[src/rtl/rcp_pkg.sv]
`default_nettype none

package rcp_pkg;

  // parser state codes
  localparam logic [4:0] ST_IDLE      = 5'd0;
  localparam logic [4:0] ST_FUNC      = 5'd1;
  localparam logic [4:0] ST_WAIT_X    = 5'd11;
  localparam logic [4:0] ST_X_DIGIT0  = 5'd12;
  localparam logic [4:0] ST_X_DIGIT1  = 5'd13;
  localparam logic [4:0] ST_WAIT_Y    = 5'd14;
  localparam logic [4:0] ST_Y_DIGIT0  = 5'd15;
  localparam logic [4:0] ST_Y_DIGIT1  = 5'd16;
  localparam logic [4:0] ST_TUNE_SEL  = 5'd21;
  localparam logic [4:0] ST_BAL_KEY   = 5'd22;
  localparam logic [4:0] ST_SPD_KEY   = 5'd23;
  localparam logic [4:0] ST_MOTOR     = 5'd31;

  // ASCII codes of the grammar
  localparam logic [7:0] CH_HEADER    = 8'h2A; // '*'
  localparam logic [7:0] CH_DRIVE     = 8'h44; // 'D'
  localparam logic [7:0] CH_TUNE      = 8'h54; // 'T'
  localparam logic [7:0] CH_SWITCH    = 8'h53; // 'S'
  localparam logic [7:0] CH_X         = 8'h58; // 'X'
  localparam logic [7:0] CH_Y         = 8'h59; // 'Y'
  localparam logic [7:0] CH_BALANCE   = 8'h42; // 'B'
  localparam logic [7:0] CH_SPEED     = 8'h53; // 'S'
  localparam logic [7:0] CH_MOTOR_ON  = 8'h43; // 'C'
  localparam logic [7:0] CH_MOTOR_OFF = 8'h63; // 'c'
  localparam logic [7:0] CH_KEY1      = 8'h31;
  localparam logic [7:0] CH_KEY2      = 8'h32;
  localparam logic [7:0] CH_KEY3      = 8'h33;
  localparam logic [7:0] CH_KEY4      = 8'h34;
  localparam logic [7:0] CH_ZERO      = 8'h30;
  localparam logic [7:0] CH_NINE      = 8'h39;

  // gain register indexes
  localparam logic [1:0] GAIN_BAL_KP  = 2'd0;
  localparam logic [1:0] GAIN_BAL_KD  = 2'd1;
  localparam logic [1:0] GAIN_SPD_KP  = 2'd2;
  localparam logic [1:0] GAIN_SPD_KI  = 2'd3;

  localparam int NUM_GAINS = 4;
  localparam logic [7:0] JOY_CENTER = 8'd50;

  // one decoded byte's effect on the architectural state
  typedef struct packed {
    logic       load_first;
    logic       set_drive;
    logic       set_steer;
    logic       gain_en;
    logic [1:0] gain_idx;
    logic [3:0] gain_delta;  // two's complement step
    logic       motor_en;
    logic       motor_val;
    logic       done;
  } rcp_cmd_t;

  function automatic logic is_digit(input logic [7:0] c);
    return (c >= CH_ZERO) && (c <= CH_NINE);
  endfunction

  // decimal prefix of a two-character field, 0..99
  function automatic logic [6:0] decode_pair(input logic [7:0] c0, input logic [7:0] c1);
    logic [3:0] d0;
    logic [3:0] d1;
    d0 = 4'(c0 - CH_ZERO);
    d1 = 4'(c1 - CH_ZERO);
    if (!is_digit(c0)) return 7'd0;
    if (!is_digit(c1)) return {3'd0, d0};
    return 7'({d0, 3'd0} + {2'd0, d0, 1'b0}) + {3'd0, d1};
  endfunction

endpackage

`default_nettype wire

[src/rtl/rcp_if.sv]
`default_nettype none

interface rcp_byte_if;
  logic       valid;
  logic       ready;
  logic [7:0] rx_byte;

  modport source (output valid, output rx_byte, input ready);
  modport sink   (input valid, input rx_byte, output ready);
endinterface

interface rcp_result_if;
  logic              valid;
  logic              ready;
  logic signed [6:0] steer_x;
  logic signed [6:0] drive_y;
  logic signed [15:0] balance_kp;
  logic signed [15:0] balance_kd;
  logic signed [15:0] speed_kp;
  logic signed [15:0] speed_ki;
  logic              motor_on;
  logic              command_done;

  modport source (output valid, output steer_x, output drive_y, output balance_kp,
                  output balance_kd, output speed_kp, output speed_ki,
                  output motor_on, output command_done, input ready);
  modport sink   (input valid, input steer_x, input drive_y, input balance_kp,
                  input balance_kd, input speed_kp, input speed_ki,
                  input motor_on, input command_done, output ready);
endinterface

`default_nettype wire

[src/rtl/rcp_decoder.sv]
`default_nettype none

module rcp_decoder (
  input  wire logic [4:0]       state,
  input  wire logic [7:0]       rx_byte,
  output logic [4:0]            state_next,
  output rcp_pkg::rcp_cmd_t     cmd
);
  import rcp_pkg::*;

  always_comb begin
    state_next = ST_IDLE;
    cmd        = '0;
    case (state)
      ST_IDLE: begin
        state_next = (rx_byte == CH_HEADER) ? ST_FUNC : ST_IDLE;
      end
      ST_FUNC: begin
        case (rx_byte)
          CH_DRIVE:  state_next = ST_WAIT_X;
          CH_TUNE:   state_next = ST_TUNE_SEL;
          CH_SWITCH: state_next = ST_MOTOR;
          default:   state_next = ST_IDLE;
        endcase
      end
      ST_WAIT_X: begin
        // wrong letter keeps waiting
        state_next = (rx_byte == CH_X) ? ST_X_DIGIT0 : ST_WAIT_X;
      end
      ST_X_DIGIT0: begin
        cmd.load_first = 1'b1;
        state_next     = ST_X_DIGIT1;
      end
      ST_X_DIGIT1: begin
        cmd.set_drive = 1'b1;
        state_next    = ST_WAIT_Y;
      end
      ST_WAIT_Y: begin
        state_next = (rx_byte == CH_Y) ? ST_Y_DIGIT0 : ST_WAIT_Y;
      end
      ST_Y_DIGIT0: begin
        cmd.load_first = 1'b1;
        state_next     = ST_Y_DIGIT1;
      end
      ST_Y_DIGIT1: begin
        cmd.set_steer = 1'b1;
        cmd.done      = 1'b1;
        state_next    = ST_IDLE;
      end
      ST_TUNE_SEL: begin
        case (rx_byte)
          CH_BALANCE: state_next = ST_BAL_KEY;
          CH_SPEED:   state_next = ST_SPD_KEY;
          default:    state_next = ST_TUNE_SEL;
        endcase
      end
      ST_BAL_KEY, ST_SPD_KEY: begin
        cmd.done = 1'b1;
        case (rx_byte)
          CH_KEY1: begin
            cmd.gain_en    = 1'b1;
            cmd.gain_idx   = (state == ST_BAL_KEY) ? GAIN_BAL_KP : GAIN_SPD_KP;
            cmd.gain_delta = (state == ST_BAL_KEY) ? 4'sd5 : 4'sd4;
          end
          CH_KEY3: begin
            cmd.gain_en    = 1'b1;
            cmd.gain_idx   = (state == ST_BAL_KEY) ? GAIN_BAL_KP : GAIN_SPD_KP;
            cmd.gain_delta = (state == ST_BAL_KEY) ? -4'sd5 : -4'sd4;
          end
          CH_KEY2: begin
            cmd.gain_en    = 1'b1;
            cmd.gain_idx   = (state == ST_BAL_KEY) ? GAIN_BAL_KD : GAIN_SPD_KI;
            cmd.gain_delta = 4'sd1;
          end
          CH_KEY4: begin
            cmd.gain_en    = 1'b1;
            cmd.gain_idx   = (state == ST_BAL_KEY) ? GAIN_BAL_KD : GAIN_SPD_KI;
            cmd.gain_delta = -4'sd1;
          end
          default: cmd.gain_en = 1'b0;
        endcase
        state_next = ST_IDLE;
      end
      ST_MOTOR: begin
        cmd.done = 1'b1;
        if (rx_byte == CH_MOTOR_ON) begin
          cmd.motor_en  = 1'b1;
          cmd.motor_val = 1'b1;
        end else if (rx_byte == CH_MOTOR_OFF) begin
          cmd.motor_en  = 1'b1;
          cmd.motor_val = 1'b0;
        end
        state_next = ST_IDLE;
      end
      default: state_next = ST_IDLE;
    endcase
  end

endmodule

`default_nettype wire

[src/rtl/remote_command_parser_core.sv]
`default_nettype none

// Channel  | Dir | Transaction
// ---------+-----+-------------------------------------------------------------
// rx       | in  | one received command byte (rx_byte)
// result   | out | joystick, four gains, motor switch, command_done per byte
// APB      | in  | writes of the four start gains at 4*i; reads return them
//
// Every byte yields exactly one result. A byte is decoded, the parser state
// and gains are updated, and the result is registered in the cycle it is
// accepted, so one byte per clock is sustained while result is not stalled.
// The result register is the only buffer: rx is ready while it is empty or
// being drained in the same cycle. Synchronous reset returns the parser to
// idle and clears joystick, motor switch, start values and gains.
module remote_command_parser_core #(
  parameter int GAIN_WIDTH = 16
) (
  input  wire logic        clk,
  input  wire logic        rst,
  rcp_byte_if.sink         rx,
  rcp_result_if.source     result,
  input  wire logic        psel,
  input  wire logic        penable,
  input  wire logic        pwrite,
  input  wire logic [3:0]  paddr,
  input  wire logic [31:0] pwdata,
  output logic [31:0]      prdata,
  output logic             pready
);
  import rcp_pkg::*;

  // saturation bounds of a gain
  localparam logic signed [32:0] GainMax = (33'sd1 <<< (GAIN_WIDTH - 1)) - 33'sd1;
  localparam logic signed [32:0] GainMin = -GainMax - 33'sd1;

  // architectural state
  logic [4:0]            state;
  logic [7:0]            first_digit;
  logic [6:0]            steer_x_reg;
  logic [6:0]            drive_y_reg;
  logic [GAIN_WIDTH-1:0] gain       [NUM_GAINS];
  logic [GAIN_WIDTH-1:0] start_gain [NUM_GAINS];
  logic                  motor_on_reg;

  // result register
  logic out_valid;

  logic [4:0]  state_next;
  rcp_cmd_t    cmd;
  logic        accept;

  assign accept   = rx.valid && rx.ready;
  assign rx.ready = !out_valid || result.ready;

  rcp_decoder u_decoder (
    .state      (state),
    .rx_byte    (rx.rx_byte),
    .state_next (state_next),
    .cmd        (cmd)
  );

  // joystick: pair value 0..99 mapped around the center
  logic [6:0] pair_value;
  logic [7:0] drive_calc;
  logic [7:0] steer_calc;
  logic [6:0] drive_y_next;
  logic [6:0] steer_x_next;

  assign pair_value   = decode_pair(first_digit, rx.rx_byte);
  assign drive_calc   = {1'b0, pair_value} - JOY_CENTER;
  assign steer_calc   = JOY_CENTER - {1'b0, pair_value};
  assign drive_y_next = cmd.set_drive ? drive_calc[6:0] : drive_y_reg;
  assign steer_x_next = cmd.set_steer ? steer_calc[6:0] : steer_x_reg;

  // one saturating adder shared by all four gains
  logic [GAIN_WIDTH-1:0] gain_sel;
  logic [GAIN_WIDTH:0]   step_sum;
  logic [GAIN_WIDTH-1:0] step_sat;
  logic [GAIN_WIDTH-1:0] gain_next [NUM_GAINS];

  assign gain_sel = gain[cmd.gain_idx];
  assign step_sum = {gain_sel[GAIN_WIDTH-1], gain_sel}
                  + {{(GAIN_WIDTH - 3){cmd.gain_delta[3]}}, cmd.gain_delta};

  always_comb begin
    if (step_sum[GAIN_WIDTH] != step_sum[GAIN_WIDTH-1]) begin
      // overflow: clamp toward the sign of the true sum
      step_sat = step_sum[GAIN_WIDTH] ? {1'b1, {(GAIN_WIDTH - 1){1'b0}}}
                                      : {1'b0, {(GAIN_WIDTH - 1){1'b1}}};
    end else begin
      step_sat = step_sum[GAIN_WIDTH-1:0];
    end
  end

  always_comb begin
    for (int i = 0; i < NUM_GAINS; i++) begin
      gain_next[i] = (cmd.gain_en && (cmd.gain_idx == 2'(i))) ? step_sat : gain[i];
    end
  end

  logic motor_next;
  assign motor_next = cmd.motor_en ? cmd.motor_val : motor_on_reg;

  // gains leave the block in their low 16 bits of the sign-extended value
  logic [31:0] gain_out [NUM_GAINS];
  always_comb begin
    for (int i = 0; i < NUM_GAINS; i++) begin
      gain_out[i] = 32'(signed'(gain_next[i]));
    end
  end

  // configuration: start value is clamped to the gain range and loads the gain
  logic              cfg_write;
  logic [1:0]        cfg_idx;
  logic signed [32:0] cfg_ext;
  logic signed [32:0] cfg_clamped;
  logic [GAIN_WIDTH-1:0] cfg_gain;

  assign pready      = 1'b1;
  assign cfg_write   = psel && penable && pwrite;
  assign cfg_idx     = paddr[3:2];
  assign cfg_ext     = 33'(signed'(pwdata[15:0]));
  assign cfg_clamped = (cfg_ext > GainMax) ? GainMax :
                       (cfg_ext < GainMin) ? GainMin : cfg_ext;
  assign cfg_gain    = cfg_clamped[GAIN_WIDTH-1:0];
  assign prdata      = 32'(signed'(start_gain[cfg_idx]));

  always_ff @(posedge clk) begin
    if (rst) begin
      state        <= ST_IDLE;
      first_digit  <= '0;
      steer_x_reg  <= '0;
      drive_y_reg  <= '0;
      motor_on_reg <= 1'b0;
      for (int i = 0; i < NUM_GAINS; i++) begin
        gain[i]       <= '0;
        start_gain[i] <= '0;
      end
    end else begin
      if (accept) begin
        state        <= state_next;
        steer_x_reg  <= steer_x_next;
        drive_y_reg  <= drive_y_next;
        motor_on_reg <= motor_next;
        if (cmd.load_first) begin
          first_digit <= rx.rx_byte;
        end
        for (int i = 0; i < NUM_GAINS; i++) begin
          gain[i] <= gain_next[i];
        end
      end
      if (cfg_write) begin
        start_gain[cfg_idx] <= cfg_gain;
        gain[cfg_idx]       <= cfg_gain;
      end
    end
  end

  // result register
  always_ff @(posedge clk) begin
    if (rst) begin
      out_valid <= 1'b0;
    end else if (accept) begin
      out_valid <= 1'b1;
    end else if (result.ready) begin
      out_valid <= 1'b0;
    end
  end

  always_ff @(posedge clk) begin
    if (accept) begin
      result.steer_x      <= steer_x_next;
      result.drive_y      <= drive_y_next;
      result.balance_kp   <= gain_out[GAIN_BAL_KP][15:0];
      result.balance_kd   <= gain_out[GAIN_BAL_KD][15:0];
      result.speed_kp     <= gain_out[GAIN_SPD_KP][15:0];
      result.speed_ki     <= gain_out[GAIN_SPD_KI][15:0];
      result.motor_on     <= motor_next;
      result.command_done <= cmd.done;
    end
  end

  assign result.valid = out_valid;

endmodule

`default_nettype wire

[src/flat_wrapper.sv]
// flat-port wrapper written by rule: the top's interface ports become plain ports
module remote_command_parser_core_flat import rcp_pkg::*;
#(
  parameter int GAIN_WIDTH = 16
)
  (clk, rst, psel, penable, pwrite, paddr, pwdata, prdata, pready, rx_valid, rx_rx_byte, rx_ready, result_valid, result_steer_x, result_drive_y, result_balance_kp, result_balance_kd, result_speed_kp, result_speed_ki, result_motor_on, result_command_done, result_ready);
  rcp_byte_if rx_i ();
  rcp_result_if result_i ();
  input  wire logic clk;
  input  wire logic rst;
  input  wire logic psel;
  input  wire logic penable;
  input  wire logic pwrite;
  input  wire logic [3:0] paddr;
  input  wire logic [31:0] pwdata;
  output logic [31:0] prdata;
  output logic pready;
  input wire logic [$bits(rx_i.valid)-1:0] rx_valid;
  input wire logic [$bits(rx_i.rx_byte)-1:0] rx_rx_byte;
  output wire logic [$bits(rx_i.ready)-1:0] rx_ready;
  output wire logic [$bits(result_i.valid)-1:0] result_valid;
  output wire logic [$bits(result_i.steer_x)-1:0] result_steer_x;
  output wire logic [$bits(result_i.drive_y)-1:0] result_drive_y;
  output wire logic [$bits(result_i.balance_kp)-1:0] result_balance_kp;
  output wire logic [$bits(result_i.balance_kd)-1:0] result_balance_kd;
  output wire logic [$bits(result_i.speed_kp)-1:0] result_speed_kp;
  output wire logic [$bits(result_i.speed_ki)-1:0] result_speed_ki;
  output wire logic [$bits(result_i.motor_on)-1:0] result_motor_on;
  output wire logic [$bits(result_i.command_done)-1:0] result_command_done;
  input wire logic [$bits(result_i.ready)-1:0] result_ready;
  assign rx_i.valid = rx_valid;
  assign rx_i.rx_byte = rx_rx_byte;
  assign rx_ready = rx_i.ready;
  assign result_valid = result_i.valid;
  assign result_steer_x = result_i.steer_x;
  assign result_drive_y = result_i.drive_y;
  assign result_balance_kp = result_i.balance_kp;
  assign result_balance_kd = result_i.balance_kd;
  assign result_speed_kp = result_i.speed_kp;
  assign result_speed_ki = result_i.speed_ki;
  assign result_motor_on = result_i.motor_on;
  assign result_command_done = result_i.command_done;
  assign result_i.ready = result_ready;
  remote_command_parser_core #(.GAIN_WIDTH(GAIN_WIDTH)) u_core (.clk(clk), .rst(rst), .rx(rx_i), .result(result_i), .psel(psel), .penable(penable), .pwrite(pwrite), .paddr(paddr), .pwdata(pwdata), .prdata(prdata), .pready(pready));
endmodule
[config.mk]
export PLATFORM = sky130hd
export DESIGN_NAME = remote_command_parser_core_flat
export DESIGN_NICKNAME = d
export VERILOG_FILES = /design/src/rtl/rcp_pkg.sv /design/src/rtl/rcp_if.sv /design/src/rtl/rcp_decoder.sv /design/src/rtl/remote_command_parser_core.sv /design/src/flat_wrapper.sv
export SDC_FILE = /design/constraint.sdc
export NUM_CORES = 1
export LEC_CHECK = 0
export ABC_AREA = 1
export BUFFER_PORTS_ARGS = -buffer_cell sky130_fd_sc_hd__buf_4
export CAP_MARGIN = 40
export CORE_MARGIN = 2
export CORE_UTILIZATION = 58
export CTS_CLUSTER_DIAMETER = 200
export DETAILED_ROUTE_END_ITERATION = 8
export PLACE_DENSITY = 0.9
export SYNTH_ARGS = -nofsm -noshare
export SYNTH_HDL_FRONTEND = slang
export SYNTH_SLANG_ARGS = --single-unit
[constraint.sdc]
create_clock -name clk -period 6.2 [get_ports clk]
set_clock_uncertainty 0.2 [all_clocks]
set_input_delay 1.86 -clock clk [delete_from_list [all_inputs] [get_ports clk]]
set_output_delay 1.86 -clock clk [all_outputs]
set_load 0.02 [all_outputs]
==> impl_results.md <==
- Crit path capture type: flip-flop
- Routed WL per cell: 18.9 um
- Ys Warns: 0
- Worst slack, placed: 0.0838 ns
- Seq/Total Area, Yosys: 53.7%
- Total congestion overflow: 0
- Number of flops mapped to enable cells by yosys: 208
- CORE AREA: 0.0217 mm^2
- Synthesized area: 0.0127 mm^2
- Post-Synthesis Net Count: 1485
- Unrepaired setup endpoints after global routing: false
- Vias per cell: 5.92
- Worst path slowest cell: nor2_1
- Rel. slew slack: 44.5%
- Final GP Congestion: 0.944
- CP delay by family, top: simple AND/OR/NAND/NOR gates
- CP most frequent cell: nand2_1
- IO Pins: 166
- Synth Instances: 1404
- CTS Sinks: 237
- Top Registers: u_core.gain x64, u_core.start_gain x64
- Hold_buf cts: 0
- 1st-pass router iterations: 6
- Via count: 10900
- Hpwl dp: 23.6 mm
- Area grow syn2layout: 16.2%
- Avg Cell Area, Syn: 9.06 um^2
- Initial antenna violation count: 1
- Largest net degree at the start of global routing: 62
- Max Cap Viol: 0
- CP Data Required Time: 6.31 ns
- WP data arrival: 5.88 ns
- Final setup violation count: 0
- Starting Density: 58.7%
- Final WL: 34.6 mm
- Largest fanout on the critical path: 22
- Share of cells above drive strength 1: 18.7%
- Status: finished, final reports clean
- Final Cycle Share: 93.1%
- DRC viols: 0
- TritonCTS clock tree: yes
- Die Area: 0.0231 mm^2
- WP buf/inv: 4
- Setup TNS: 0 ns
- CTS Buf Count: 25
- Top_reg_cell synth: edfxtp_1
- Die width: 152 um
- CTS Root Cell: clkbuf_16
- Final hold viol count: 0
- Layout Nets: 1616
- Final WS setup: 0.427 ns
- Worst slew pin tran: 0.830 ns
- Yosys reg bits: 237
- Clock Pin Slew Worst Setup and Hold Paths: 0.06 ns
- Lkg Pwr: 6.56 nW
- Hold Crit Class: flip-flop to flip-flop
- GR Util All Layers: 29.4%
- Post-CTS Setup Bufs: 0
- Synth cell types: 50
- Synth top area cells: edfxtp_1 (49%), nand2_1 (7.8%), nand3_1 (4.9%), dfxtp_1 (4.6%), inv_1 (4.5%)
- Yosys top cell by area: edfxtp_1
- CP Class: primary input to flip-flop
- Slew Limit Fails: 0
- F_max: 173 MHz
- Clock Tree Buf Depth: 3
- CP max stage delay: 0.41 ns
- Min cycle time layout: 5.77 ns
- Async set or reset register ratio after synthesis: 0%
- Cell Area, Placed: 0.0140 mm^2
- List of most frequent post-synthesis cells: nand2_1 (263), edfxtp_1 (208), inv_1 (153), nor2_1 (150), nand3_1 (125)
- Top cell type's share of synthesized area: 49.1%
- Rows: 54
- Die Ht: 152 um
- Startpoint class of the critical path: primary input
- Clock latency on the worst-skew pair: 0.55 ns
- 1st-iter DRT viols: 1324
- PortBufs: 146
- Final ANT Viol Nets: 0
- H-Tree Depth: 1
- Pwr Density: 256 mW/mm^2
- Layout Cell Area excl Fill: 0.0148 mm^2
- First-pass GRT wire length: 54.6 mm
- CP Cell Sequence: buf_4 > nor2_1 > nand3_1 > nand2_1 > nand2_1 > nor2_1 > inv_1 > buf_4 > o22ai_1 > a221oi_1 > ha_1 > a21oi_1 > o21ai_1 > a21oi_1 > nand3_2 > nand2_2 > nand2_4 > buf_4 > nand2_4 > nand2_1 > nand2_1 > nand2_1 > nand2_1 > nand2_1
- Max VDD drop: 0.185 mV
- # resized after CTS: 0
- Number of global-route vias before repair: 10500
- Most common cell in the synthesized netlist: nand2_1
-- tightest hold or removal path: stages (launching register included) --
cell and delay [ns]:
dfxtp_1 0.31, nand2_1 0.07, nand2_1 0.05
-- cell families after synthesis --
logic type,Yosys count,share of synthesized area [%]
xor+xnor,14,0.964
buf+inv,230,7.72
compound gates,219,9.89
flops,237,53.7
fa+ha+maj,30,3.13
simple gates,673,24.6
other cells,1,0.0295
-- power by group --
group | internal (W) | switching [W] | total [W]
sequential | 0.00184 | 0.0000340 | 0.00188
clock | 0.000783 | 0.000642 | 0.00142
combinational | 0.000164 | 0.000320 | 0.000484
total | 0.00279 | 0.000997 | 0.00379
-- metal layers --
metal / share of wire, % / GRT usage, %
met5: 0 / 0
met4: 5.7 / 15.8
met3: 10 / 4.93
met2: 49 / 50.0
met1: 35 / 36.2
-- per-stage QoR --
stage                     instances  utilization [%]  power [W]  hold WS [ns]
after global routing           1834             68.2    0.00389         0.260
after floorplan                1404                -    0.00220         0.219
after CTS                      1834             68.2    0.00378         0.254
after global placement         1785             64.4    0.00236         0.229
final                          1835             68.2    0.00379         0.263
after detailed placement       1788             64.6    0.00238         0.237
-- final cells by class --
class / instances / area, um^2
clock inverters: 16 / 108
repair buffers: 169 / 1290
fillers: 1564 / 6900
clock buffers: 30 / 674
well taps: 280 / 350
diodes: 1 / 2.50
multi-input cells: 937 / 4910
flip-flops and latches: 237 / 6830
inverters: 165 / 622
-- path summary, 6_finish.rpt --
check | start | end | slack (ns) | cells past startpoint
max | rx_rx_byte[3] | u_core.gain[1][5] | 0.43 | 24
min | u_core.drive_y_reg[5] | u_core.drive_y_reg[5] | 0.26 | 2
max reg2reg | u_core.state[4] | u_core.gain[1][5] | 1.46 | 22
min reg2reg | u_core.drive_y_reg[5] | u_core.drive_y_reg[5] | 0.26 | 2
-- cell usage in the layout (no fill, tap or decap), drive strengths merged, types with 3 or more instances in the layout --
cell and count:
nand2 282, and2 47, clkinvlp 5, xnor2 4, nor2 159, a21boi 4
nand3b 5, o22ai 36, o21ai 118, inv 164, fa 3, clkbuf 30
ha 27, nor3 10, nand3 136, a21oi 34, xor2 10, clkinv 12
nand4 5, nor4 6, a221oi 15, dfxtp 29, or2 23, a31oi 3
o21bai 3, buf 169, edfxtp 208
Power figures use the tool's default switching activity.
